[config.mk]
export PLATFORM = sky130hd
export DESIGN_NAME = date_string_to_julian_day_top
export DESIGN_NICKNAME = d
export VERILOG_FILES = /design/src/rtl/dsj_pkg.sv /design/src/rtl/dsj_front.sv /design/src/rtl/dsj_fifo.sv /design/src/rtl/dsj_back.sv /design/src/rtl/date_string_to_julian_day_top.sv
export SDC_FILE = /design/constraint.sdc
export NUM_CORES = 2
export LEC_CHECK = 0
export BUFFER_PORTS_ARGS = -buffer_cell sky130_fd_sc_hd__buf_4
export CAP_MARGIN = 15
export CORE_MARGIN = 4
export CORE_UTILIZATION = 59
export DETAILED_ROUTE_END_ITERATION = 16
export PLACE_DENSITY = 0.78
export RECOVER_POWER = 50
export SYNTH_ARGS = -nofsm -noshare
export SYNTH_HDL_FRONTEND = slang
export SYNTH_SLANG_ARGS = --single-unit
[constraint.sdc]
create_clock -name clk_i -period 10.5 [get_ports clk_i]
set_input_delay 1.05 -clock clk_i [delete_from_list [all_inputs] [get_ports clk_i]]
set_output_delay 1.05 -clock clk_i [all_outputs]
set_load 0.01 [all_outputs]
[src/rtl/dsj_pkg.sv]
// Shared types, character codes and calendar tables for the date-string parser.
package dsj_pkg;

  // Width of the Julian day result field.
  localparam int unsigned JulW = 29;

  // Character codes the parser recognizes.
  localparam logic [7:0] CharSpace = 8'h20;
  localparam logic [7:0] CharDash  = 8'h2D;
  localparam logic [7:0] CharSlash = 8'h2F;
  localparam logic [7:0] CharZero  = 8'h30;
  localparam logic [7:0] CharNine  = 8'h39;

  // Calendar constants of the day-number formula.
  localparam int unsigned YearOffsLate  = 4800;
  localparam int unsigned YearOffsEarly = 4799;
  localparam int unsigned JdBias        = 32167;
  localparam int unsigned DaysPerYear   = 365;

  // Reciprocal of 100, exact for operands below 2^21.
  localparam int unsigned Recip100W   = 22;
  localparam int unsigned Recip100    = 2684355;
  localparam int unsigned RecipShift  = 28;

  // Month numbers that matter to the checks.
  localparam logic [3:0] MonthFeb  = 4'd2;
  localparam int unsigned MonthMax = 12;
  localparam int unsigned DayMax   = 31;

  // Field being parsed.
  typedef enum logic [1:0] {
    PhYear  = 2'd0,
    PhMonth = 2'd1,
    PhDay   = 2'd2
  } phase_e;

  // Month, day and early error flag of one finished string.
  typedef struct packed {
    logic       bad;
    logic [3:0] month;
    logic [4:0] day;
  } date_ctl_t;

  // Base length of a month; February is given without the leap day.
  function automatic logic [4:0] month_days(input logic [3:0] m);
    logic [4:0] len;
    case (m)
      4'd2:                      len = 5'd28;
      4'd4, 4'd6, 4'd9, 4'd11:   len = 5'd30;
      default:                   len = 5'd31;
    endcase
    return len;
  endfunction

  // Month term 7834 * mm / 256 of the day-number formula, with mm shifted
  // so that March opens the year.
  function automatic logic [8:0] month_offset(input logic [3:0] m);
    logic [4:0]  mm;
    logic [17:0] prod;
    if (m > MonthFeb) begin
      mm = {1'b0, m} + 5'd1;
    end else begin
      mm = {1'b0, m} + 5'd13;
    end
    prod = 18'(mm) * 18'd7834;
    return prod[16:8];
  endfunction

endpackage

[src/rtl/dsj_front.sv]
// Front end: byte-wise parser of year, month and day fields.
module dsj_front
  import dsj_pkg::*;
#(
  parameter int unsigned NUMBER_LIMIT = 999999,
  parameter int unsigned YW           = 20
) (
  input  logic            clk_i,
  input  logic            rst_ni,
  input  logic            in_valid_i,
  output logic            in_ready_o,
  input  logic [7:0]      char_i,
  input  logic            last_i,
  output logic            rec_valid_o,
  input  logic            rec_ready_i,
  output logic [YW-1:0]   rec_year_o,
  output date_ctl_t       rec_ctl_o
);

  localparam int unsigned CalcW = YW + 4;

  phase_e        phase_q, phase_d;
  logic [YW-1:0] acc_q, acc_d;
  logic [YW-1:0] year_q, year_d;
  logic [YW-1:0] month_q, month_d;
  logic          seen_q, seen_d;
  logic          dayfin_q, dayfin_d;
  logic          err_q, err_d;

  logic             accept;
  logic             is_digit;
  logic [CalcW-1:0] calc;

  assign in_ready_o = rec_ready_i;
  assign accept     = in_valid_i && in_ready_o;

  assign is_digit = (char_i >= CharZero) && (char_i <= CharNine);
  assign calc     = {acc_q, 3'b000} + {2'b00, acc_q, 1'b0} + CalcW'(char_i[3:0]);

  // Parser step for the byte on the input.
  always_comb begin
    phase_d  = phase_q;
    acc_d    = acc_q;
    year_d   = year_q;
    month_d  = month_q;
    seen_d   = seen_q;
    dayfin_d = dayfin_q;
    err_d    = err_q;
    if (!err_q && !dayfin_q) begin
      if (is_digit) begin
        if (calc > CalcW'(NUMBER_LIMIT)) begin
          err_d = 1'b1;
        end else begin
          acc_d  = YW'(calc);
          seen_d = 1'b1;
        end
      end else if (!seen_q) begin
        if (char_i != CharSpace) begin
          err_d = 1'b1;
        end
      end else if (phase_q == PhDay) begin
        dayfin_d = 1'b1;
      end else if (char_i == CharDash || char_i == CharSlash) begin
        if (phase_q == PhYear) begin
          year_d  = acc_q;
          phase_d = PhMonth;
        end else begin
          month_d = acc_q;
          phase_d = PhDay;
        end
        acc_d  = '0;
        seen_d = 1'b0;
      end else begin
        err_d = 1'b1;
      end
    end
  end

  // A finished string leaves as one record; month and day range are checked here.
  assign rec_valid_o     = accept && last_i;
  assign rec_year_o      = year_d;
  assign rec_ctl_o.month = month_d[3:0];
  assign rec_ctl_o.day   = acc_d[4:0];
  assign rec_ctl_o.bad   = err_d || (phase_d != PhDay) || !seen_d
                        || (month_d == '0) || (month_d > YW'(MonthMax))
                        || (acc_d == '0) || (acc_d > YW'(DayMax));

  // Parser state; the last byte returns it to the start of a string.
  always_ff @(posedge clk_i or negedge rst_ni) begin
    if (!rst_ni) begin
      phase_q  <= PhYear;
      acc_q    <= '0;
      year_q   <= '0;
      month_q  <= '0;
      seen_q   <= 1'b0;
      dayfin_q <= 1'b0;
      err_q    <= 1'b0;
    end else if (accept) begin
      if (last_i) begin
        phase_q  <= PhYear;
        acc_q    <= '0;
        year_q   <= '0;
        month_q  <= '0;
        seen_q   <= 1'b0;
        dayfin_q <= 1'b0;
        err_q    <= 1'b0;
      end else begin
        phase_q  <= phase_d;
        acc_q    <= acc_d;
        year_q   <= year_d;
        month_q  <= month_d;
        seen_q   <= seen_d;
        dayfin_q <= dayfin_d;
        err_q    <= err_d;
      end
    end
  end

endmodule

[src/rtl/dsj_fifo.sv]
// Short register queue that decouples the parser from the day-number pipeline.
module dsj_fifo #(
  parameter int unsigned WIDTH = 30,
  parameter int unsigned DEPTH = 4
) (
  input  logic             clk_i,
  input  logic             rst_ni,
  input  logic             wr_valid_i,
  output logic             wr_ready_o,
  input  logic [WIDTH-1:0] wr_data_i,
  output logic             rd_valid_o,
  input  logic             rd_ready_i,
  output logic [WIDTH-1:0] rd_data_o
);

  localparam int unsigned PtrW = (DEPTH > 1) ? $clog2(DEPTH) : 1;
  localparam int unsigned CntW = $clog2(DEPTH + 1);

  logic [WIDTH-1:0] mem_q [DEPTH];
  logic [PtrW-1:0]  wr_ptr_q, rd_ptr_q;
  logic [CntW-1:0]  count_q;
  logic             push, pop;

  assign wr_ready_o = (count_q != CntW'(DEPTH));
  assign rd_valid_o = (count_q != '0);
  assign rd_data_o  = mem_q[rd_ptr_q];
  assign push       = wr_valid_i && wr_ready_o;
  assign pop        = rd_valid_o && rd_ready_i;

  // Pointers and fill level.
  always_ff @(posedge clk_i or negedge rst_ni) begin
    if (!rst_ni) begin
      wr_ptr_q <= '0;
      rd_ptr_q <= '0;
      count_q  <= '0;
    end else begin
      if (push) begin
        wr_ptr_q <= (wr_ptr_q == PtrW'(DEPTH - 1)) ? '0 : wr_ptr_q + 1'b1;
      end
      if (pop) begin
        rd_ptr_q <= (rd_ptr_q == PtrW'(DEPTH - 1)) ? '0 : rd_ptr_q + 1'b1;
      end
      if (push && !pop) begin
        count_q <= count_q + 1'b1;
      end else if (pop && !push) begin
        count_q <= count_q - 1'b1;
      end
    end
  end

  // Entry storage.
  always_ff @(posedge clk_i) begin
    if (push) begin
      mem_q[wr_ptr_q] <= wr_data_i;
    end
  end

endmodule

[src/rtl/dsj_back.sv]
// Back end: three-stage pipeline for the leap-year check and the Julian day number.
module dsj_back
  import dsj_pkg::*;
#(
  parameter int unsigned YW = 20
) (
  input  logic             clk_i,
  input  logic             rst_ni,
  input  logic             in_valid_i,
  output logic             in_ready_o,
  input  logic [YW-1:0]    in_year_i,
  input  date_ctl_t        in_ctl_i,
  output logic             out_valid_o,
  input  logic             out_ready_i,
  output logic [JulW-1:0]  out_day_o,
  output logic             out_bad_o
);

  localparam int unsigned YyW   = YW + 1;
  localparam int unsigned ProdW = YyW + Recip100W;
  localparam int unsigned MulW  = YyW + 9;

  logic en;
  logic v1_q, v2_q, v3_q;

  // Stage 1 values.
  logic [YyW-1:0]   yy_s0;
  logic [ProdW-1:0] prod_y, prod_yy;
  logic [YW-1:0]    y1_q;
  logic [YyW-1:0]   yy1_q, yq1_q, yyq1_q;
  logic [MulW-1:0]  yy365_q;
  date_ctl_t        ctl1_q;

  // Stage 2 values.
  logic [YyW-1:0]   yrem_full;
  logic [6:0]       yrem;
  logic             leap;
  logic [4:0]       dmax;
  logic [JulW-1:0]  part1_q, hdiff_q, part2_q;
  logic             bad2_q;

  // Output register.
  logic [JulW-1:0]  day3_q;
  logic             bad3_q;

  // The whole pipeline advances unless a finished result is held.
  assign en         = !v3_q || out_ready_i;
  assign in_ready_o = en;

  // Stage 1: shifted year, divisions by 100 and the year term.
  assign yy_s0   = (in_ctl_i.month > MonthFeb) ? YyW'(in_year_i) + YyW'(YearOffsLate)
                                               : YyW'(in_year_i) + YyW'(YearOffsEarly);
  assign prod_y  = ProdW'(in_year_i) * ProdW'(Recip100);
  assign prod_yy = ProdW'(yy_s0) * ProdW'(Recip100);

  // Stage 2: leap year, month length and partial sums.
  assign yrem_full = YyW'(y1_q) - ({yq1_q[YyW-7:0], 6'b0} + {yq1_q[YyW-6:0], 5'b0}
                                   + {yq1_q[YyW-3:0], 2'b0});
  assign yrem      = yrem_full[6:0];
  assign leap      = ((y1_q[1:0] == 2'b00) && (yrem != '0))
                  || ((yrem == '0) && (yq1_q[1:0] == 2'b00));
  assign dmax      = month_days(ctl1_q.month) + 5'((ctl1_q.month == MonthFeb) && leap);

  // Valid bits of the stages.
  always_ff @(posedge clk_i or negedge rst_ni) begin
    if (!rst_ni) begin
      v1_q <= 1'b0;
      v2_q <= 1'b0;
      v3_q <= 1'b0;
    end else if (en) begin
      v1_q <= in_valid_i;
      v2_q <= v1_q;
      v3_q <= v2_q;
    end
  end

  // Stage payloads.
  always_ff @(posedge clk_i) begin
    if (en) begin
      y1_q    <= in_year_i;
      yy1_q   <= yy_s0;
      yq1_q   <= YyW'(prod_y >> RecipShift);
      yyq1_q  <= YyW'(prod_yy >> RecipShift);
      yy365_q <= MulW'(yy_s0) * MulW'(DaysPerYear);
      ctl1_q  <= in_ctl_i;

      part1_q <= JulW'(yy365_q) - JulW'(JdBias) + JulW'(yy1_q >> 2);
      hdiff_q <= JulW'(yyq1_q) - JulW'(yyq1_q >> 2);
      part2_q <= JulW'(month_offset(ctl1_q.month)) + JulW'(ctl1_q.day);
      bad2_q  <= ctl1_q.bad || (ctl1_q.day > dmax);

      day3_q  <= bad2_q ? '0 : part1_q - hdiff_q + part2_q;
      bad3_q  <= bad2_q;
    end
  end

  assign out_valid_o = v3_q;
  assign out_day_o   = day3_q;
  assign out_bad_o   = bad3_q;

endmodule

[src/rtl/date_string_to_julian_day_top.sv]
// Top level of the date-string to Julian day number converter.
//
// Bytes of a date string "year-month-day" arrive on the s_ channel, one
// transaction per byte; s_tlast_i marks the final byte of a string. Spaces may
// precede each number, the separator is '-' or '/', and bytes after the day's
// digits are ignored. Every string yields exactly one transaction on the m_
// channel once its last byte is taken: the Julian day number in m_tdata_o and
// the invalid flag in m_tuser_o (the day number is zero when invalid).
// The parser takes one byte per cycle while the queue has room; a finished
// string then passes through the queue and the three-stage day-number pipeline
// (divisions by 100, leap check, final sum).
// A four-entry queue sits between parser and pipeline; when the receiver
// stalls, the pipeline holds its result and the queue fills, and only then
// does s_tready_o drop. After reset the parser waits for the first byte of a
// string and the queue and pipeline are empty.
module date_string_to_julian_day_top
  import dsj_pkg::*;
#(
  parameter int unsigned NUMBER_LIMIT = 999999
) (
  input  logic        clk_i,
  input  logic        rst_ni,
  // Input bytes.
  input  logic        s_tvalid_i,
  output logic        s_tready_o,
  input  logic [7:0]  s_tdata_i,   // [7:0] char_byte
  input  logic        s_tlast_i,   // last_byte
  // Results.
  output logic        m_tvalid_o,
  input  logic        m_tready_i,
  output logic [31:0] m_tdata_o,   // [28:0] julian_day, [31:29] zero
  output logic        m_tuser_o    // invalid
);

  localparam int unsigned YW     = $clog2(NUMBER_LIMIT + 1);
  localparam int unsigned RecW   = YW + $bits(date_ctl_t);
  localparam int unsigned QDepth = 4;

  logic            rec_valid, rec_ready;
  logic [YW-1:0]   rec_year;
  date_ctl_t       rec_ctl;
  logic            q_valid, q_ready;
  logic [RecW-1:0] q_data;
  logic [JulW-1:0] jd;

  // Parser.
  dsj_front #(
    .NUMBER_LIMIT (NUMBER_LIMIT),
    .YW           (YW)
  ) u_front (
    .clk_i       (clk_i),
    .rst_ni      (rst_ni),
    .in_valid_i  (s_tvalid_i),
    .in_ready_o  (s_tready_o),
    .char_i      (s_tdata_i),
    .last_i      (s_tlast_i),
    .rec_valid_o (rec_valid),
    .rec_ready_i (rec_ready),
    .rec_year_o  (rec_year),
    .rec_ctl_o   (rec_ctl)
  );

  // Queue of parsed dates.
  dsj_fifo #(
    .WIDTH (RecW),
    .DEPTH (QDepth)
  ) u_fifo (
    .clk_i      (clk_i),
    .rst_ni     (rst_ni),
    .wr_valid_i (rec_valid),
    .wr_ready_o (rec_ready),
    .wr_data_i  ({rec_year, rec_ctl}),
    .rd_valid_o (q_valid),
    .rd_ready_i (q_ready),
    .rd_data_o  (q_data)
  );

  // Day-number pipeline.
  dsj_back #(
    .YW (YW)
  ) u_back (
    .clk_i       (clk_i),
    .rst_ni      (rst_ni),
    .in_valid_i  (q_valid),
    .in_ready_o  (q_ready),
    .in_year_i   (q_data[RecW-1:$bits(date_ctl_t)]),
    .in_ctl_i    (date_ctl_t'(q_data[$bits(date_ctl_t)-1:0])),
    .out_valid_o (m_tvalid_o),
    .out_ready_i (m_tready_i),
    .out_day_o   (jd),
    .out_bad_o   (m_tuser_o)
  );

  assign m_tdata_o = 32'(jd);

  // An invalid result carries a zero day number.
  assert property (@(posedge clk_i) disable iff (!rst_ni)
    (m_tvalid_o && m_tuser_o) |-> (m_tdata_o == 32'd0))
    else $error("invalid result with nonzero day number");

  // A valid date always gives a nonzero day number.
  assert property (@(posedge clk_i) disable iff (!rst_ni)
    (m_tvalid_o && !m_tuser_o) |-> (m_tdata_o != 32'd0))
    else $error("valid result with zero day number");

  // A queued date moves into the pipeline whenever the output is free.
  assert property (@(posedge clk_i) disable iff (!rst_ni)
    (q_valid && !m_tvalid_o) |-> q_ready)
    else $error("pipeline stalled with free output");

endmodule
==> results.ini <==
[clock_tree]
cts_buffers=41
clock-sinks=366
clock_latency_ns=0.57
cts_tree=done
cts.path.max_buffers=3
cts-root-buf=clkbuf_16
cts.reportedPaths.clkPinSlew_ns=0.06
postCtsHoldBufs=0
post_cts_buffers=0
htree_levels=2

[setup_path]
r2r-end=u_back.yyq1_q[14]
worstRegToRegCells=35
slowest_delay_ns=0.67
path_common_cell=fa_1
crit_fanout=6
rrSetupSlack_ns=0.71
startpoint_type=flop
critical-path-slowest-cell=fa_1
worst_ep_required_time_ns=10.81
reg2reg_from=u_fifo.rd_ptr_q[0]
end_kind=flop
arrival_ns=10.10
path_class=reg -> reg

[sta]
fin_setup_tns_ns=0
worst_pin_slew_ns=4.28
maxSlewViolCount=380
clock_skew_ns=0.0210
worst_slack_ns=0.713
rsz0062_at_grt=no
finalSetupViolations=0
holdWs_ns=0.484
fmax_mhz=102
slew_headroom=-1.86
fin_crit_sh=0.932
hold_viol_final=0
fin_crit_ns=9.79

[synthesis]
synth_area_per_cell_um2=11.1
ys_top_cells_by_area=edfxtp_1 (24%), ha_1 (21%), fa_1 (21%)
async_flop_share=0.205
yosys_warnings=0
synthCells=3344
synth_top_flop_cell=edfxtp_1
syn_area_mm2=0.0372
yosys.area.top_type=edfxtp_1
synth-edff-count=291
ys_seq_area_frac=0.286
synth_cell_types=79
ys_ff_latch=366
synth_top_cell_area_share=0.235

[cells_and_area]
antenna_cells=0
nets=4467
syn_to_final_growth_pct=7.43
stdcell_count=4309
drive_above_1_share=0.0556

[grt]
grt_pass1_vias=25733
grt_usage=0.252
grt_max_degree=77
grt_pass1_wl_um=135000
antenna_found_initial=0
grt_overflow=0

[detailed_routing]
drtPass1Iterations=5
wl_per_cell_um=19.1
drtIter0Drc=1484
ant_nets=0
drc=0
viasPerCell=5.65
wl_um=82400
vias=24343

[placed_design]
dpl.hpwl_um=66400
io_buffers=44
place_ws_ns=0.358
gp_congestion=0.957
place_inst=4233

[floorplan]
fp.dieArea_mm2=0.0671
start_util=0.599
core.rowCount=91
ios=48
die_x_um=259
core_region_area_mm2=0.0621
die_h_um=259

[hold_path]
min_from=u_front.month_q[3]
min-delay-path-class=reg -> reg
hold_path_end=u_front.month_q[3]
min_path_cells=2

[status]
outcome=complete, but fails checks
violations=capacitance limit, slew limit

[flow_run]
maxCapViolCount=8

==> cells by family (layout without fill, tap and decap cells) <==
family | Yosys count | in the layout | share of synthesized area
AO/OA/AOI/OAI | 479 | 479 | 0.0863
XOR/XNOR | 162 | 162 | 0.0382
adder cells (fa/ha/maj) | 1015 | 1015 | 0.419
buffers and inverters | 752 | 875 | 0.0768
flip-flops | 366 | 366 | 0.286
multiplexers | 64 | 64 | 0.0282
other | 1 | 6 | 0.000101
AND/OR/NAND/NOR | 505 | 505 | 0.0657
==> worst max-delay path: cells and delay by family, from the launching register on <==
| kind | cells | cell delay [ns] |
|---|---|---|
| compound gates | 17 | 3.78 |
| xor+xnor | 2 | 0.27 |
| fa+ha+maj | 9 | 3.75 |
| buf+inv | 5 | 0.56 |
| flops | 1 | 0.50 |
| mux | 1 | 0.54 |
| simple gates | 1 | 0.11 |
==> area by class of cell <==
type / instances / area, um2
Timing Repair Buffer: 90 / 527
Fill cell: 4730 / 22100
Tap cell: 837 / 1050
Clock inverter: 26 / 275
Inverter: 709 / 2660
Multi-Input combinational cell: 2231 / 23700
Sequential cell: 366 / 10600
Clock buffer: 50 / 1070
==> registers in the layout, indices dropped and copies added (netlist names), 2 cells and up <==
name,count
u_back.part2_q,10
u_front.acc_q,20
u_front.phase_q,2
u_front.month_q,20
u_fifo.count_q,3
u_back.yy365_q,29
u_back.yyq1_q,15
u_fifo.rd_ptr_q,2
u_fifo.wr_ptr_q,2
u_back.ctl1_q,10
u_back.y1_q,7
u_back.out_day_o,29
u_back.yy1_q,19
u_back.part1_q,29
u_front.year_q,20
u_back.hdiff_q,16
u_back.yq1_q,5
u_fifo.mem_q,120
==> what timing repair did <==
action,CTS,global route
gates resized for setup,0,2
endpoints found under the setup margin,0,3
hold endpoints to repair,0,0
==> layout by cell type, fill, tap and decap left out, types with 11 or more instances in the layout <==
master / netlist / routed
a211oi_1: 14 / 14
a21boi_0: 13 / 13
a21o_1: 45 / 45
a21oi_1: 106 / 106
a22o_1: 34 / 34
a22oi_1: 28 / 28
a31oi_1: 14 / 14
and2_1: 13 / 12
and3_1: 17 / 17
buf_4: 3 / 44
clkbuf_1: 28 / 51
clkbuf_16: 0 / 41
dfrtp_1: 75 / 74
edfxtp_1: 291 / 291
fa_1: 385 / 385
ha_1: 630 / 630
inv_1: 709 / 709
mux2_2: 25 / 23
mux4_2: 30 / 30
nand2_1: 117 / 116
nand2b_1: 23 / 23
nand3_1: 32 / 32
nand4_1: 20 / 20
nor2_1: 160 / 159
nor2b_1: 26 / 26
nor3_1: 37 / 37
nor4_1: 11 / 11
o211ai_1: 15 / 15
o21a_1: 22 / 22
o21ai_0: 98 / 98
o21bai_1: 13 / 13
or2_2: 13 / 13
or3_1: 14 / 14
xnor2_1: 113 / 112
xor2_1: 49 / 49
==> Yosys cell counts (7+ instances only) <==
cell / count
inv_1: 709
ha_1: 630
fa_1: 385
edfxtp_1: 291
nor2_1: 160
nand2_1: 117
xnor2_1: 113
a21oi_1: 106
o21ai_0: 98
dfrtp_1: 75
xor2_1: 49
a21o_1: 45
nor3_1: 37
a22o_1: 34
nand3_1: 32
mux4_2: 30
a22oi_1: 28
clkbuf_1: 28
nor2b_1: 26
mux2_2: 25
nand2b_1: 23
o21a_1: 22
nand4_1: 20
and3_1: 17
o211ai_1: 15
a211oi_1: 14
a31oi_1: 14
or3_1: 14
a21boi_0: 13
and2_1: 13
o21bai_1: 13
or2_2: 13
nor4_1: 11
mux2i_1: 9
o21ai_1: 9
o31a_1: 7
==> per-layer routing <==
layer,GRT usage,up-vias,wire [um]
met5,0,-,0
met4,0.0793,0,2730
met3,0.0334,159,3860
met2,0.447,595,42100
met1,0.323,12135,33700
li1,-,11454,-
==> worst max-delay path by stage <==
stage | endpoint | startpoint | depth (start not counted) | slack (ns)
final | u_back.yyq1_q[14] | u_fifo.rd_ptr_q[0] | 35 | 0.71
after global routing | u_back.yyq1_q[14] | u_fifo.rd_ptr_q[0] | 35 | 0.004
after CTS | u_back.yyq1_q[14] | u_fifo.rd_ptr_q[0] | 35 | 0.31
after detailed placement | u_back.yyq1_q[14] | u_fifo.rd_ptr_q[0] | 35 | 0.36
after global placement | u_back.yyq1_q[14] | u_fifo.rd_ptr_q[0] | 35 | 0.56
after floorplan | u_back.yyq1_q[14] | u_fifo.rd_ptr_q[0] | 38 | 0.07
==> per-stage QoR <==
stage          utilization  area, um2
3_3_place_gp         0.625      38800
2_1_floorplan            -      37200
5_1_grt              0.644      39900
6_report             0.644      39900
4_1_cts              0.646      40100
3_5_place_dp         0.625      38800
Power is not shown: default switching activity piles up to over one toggle a cycle in this logic, so the estimate is an artifact.
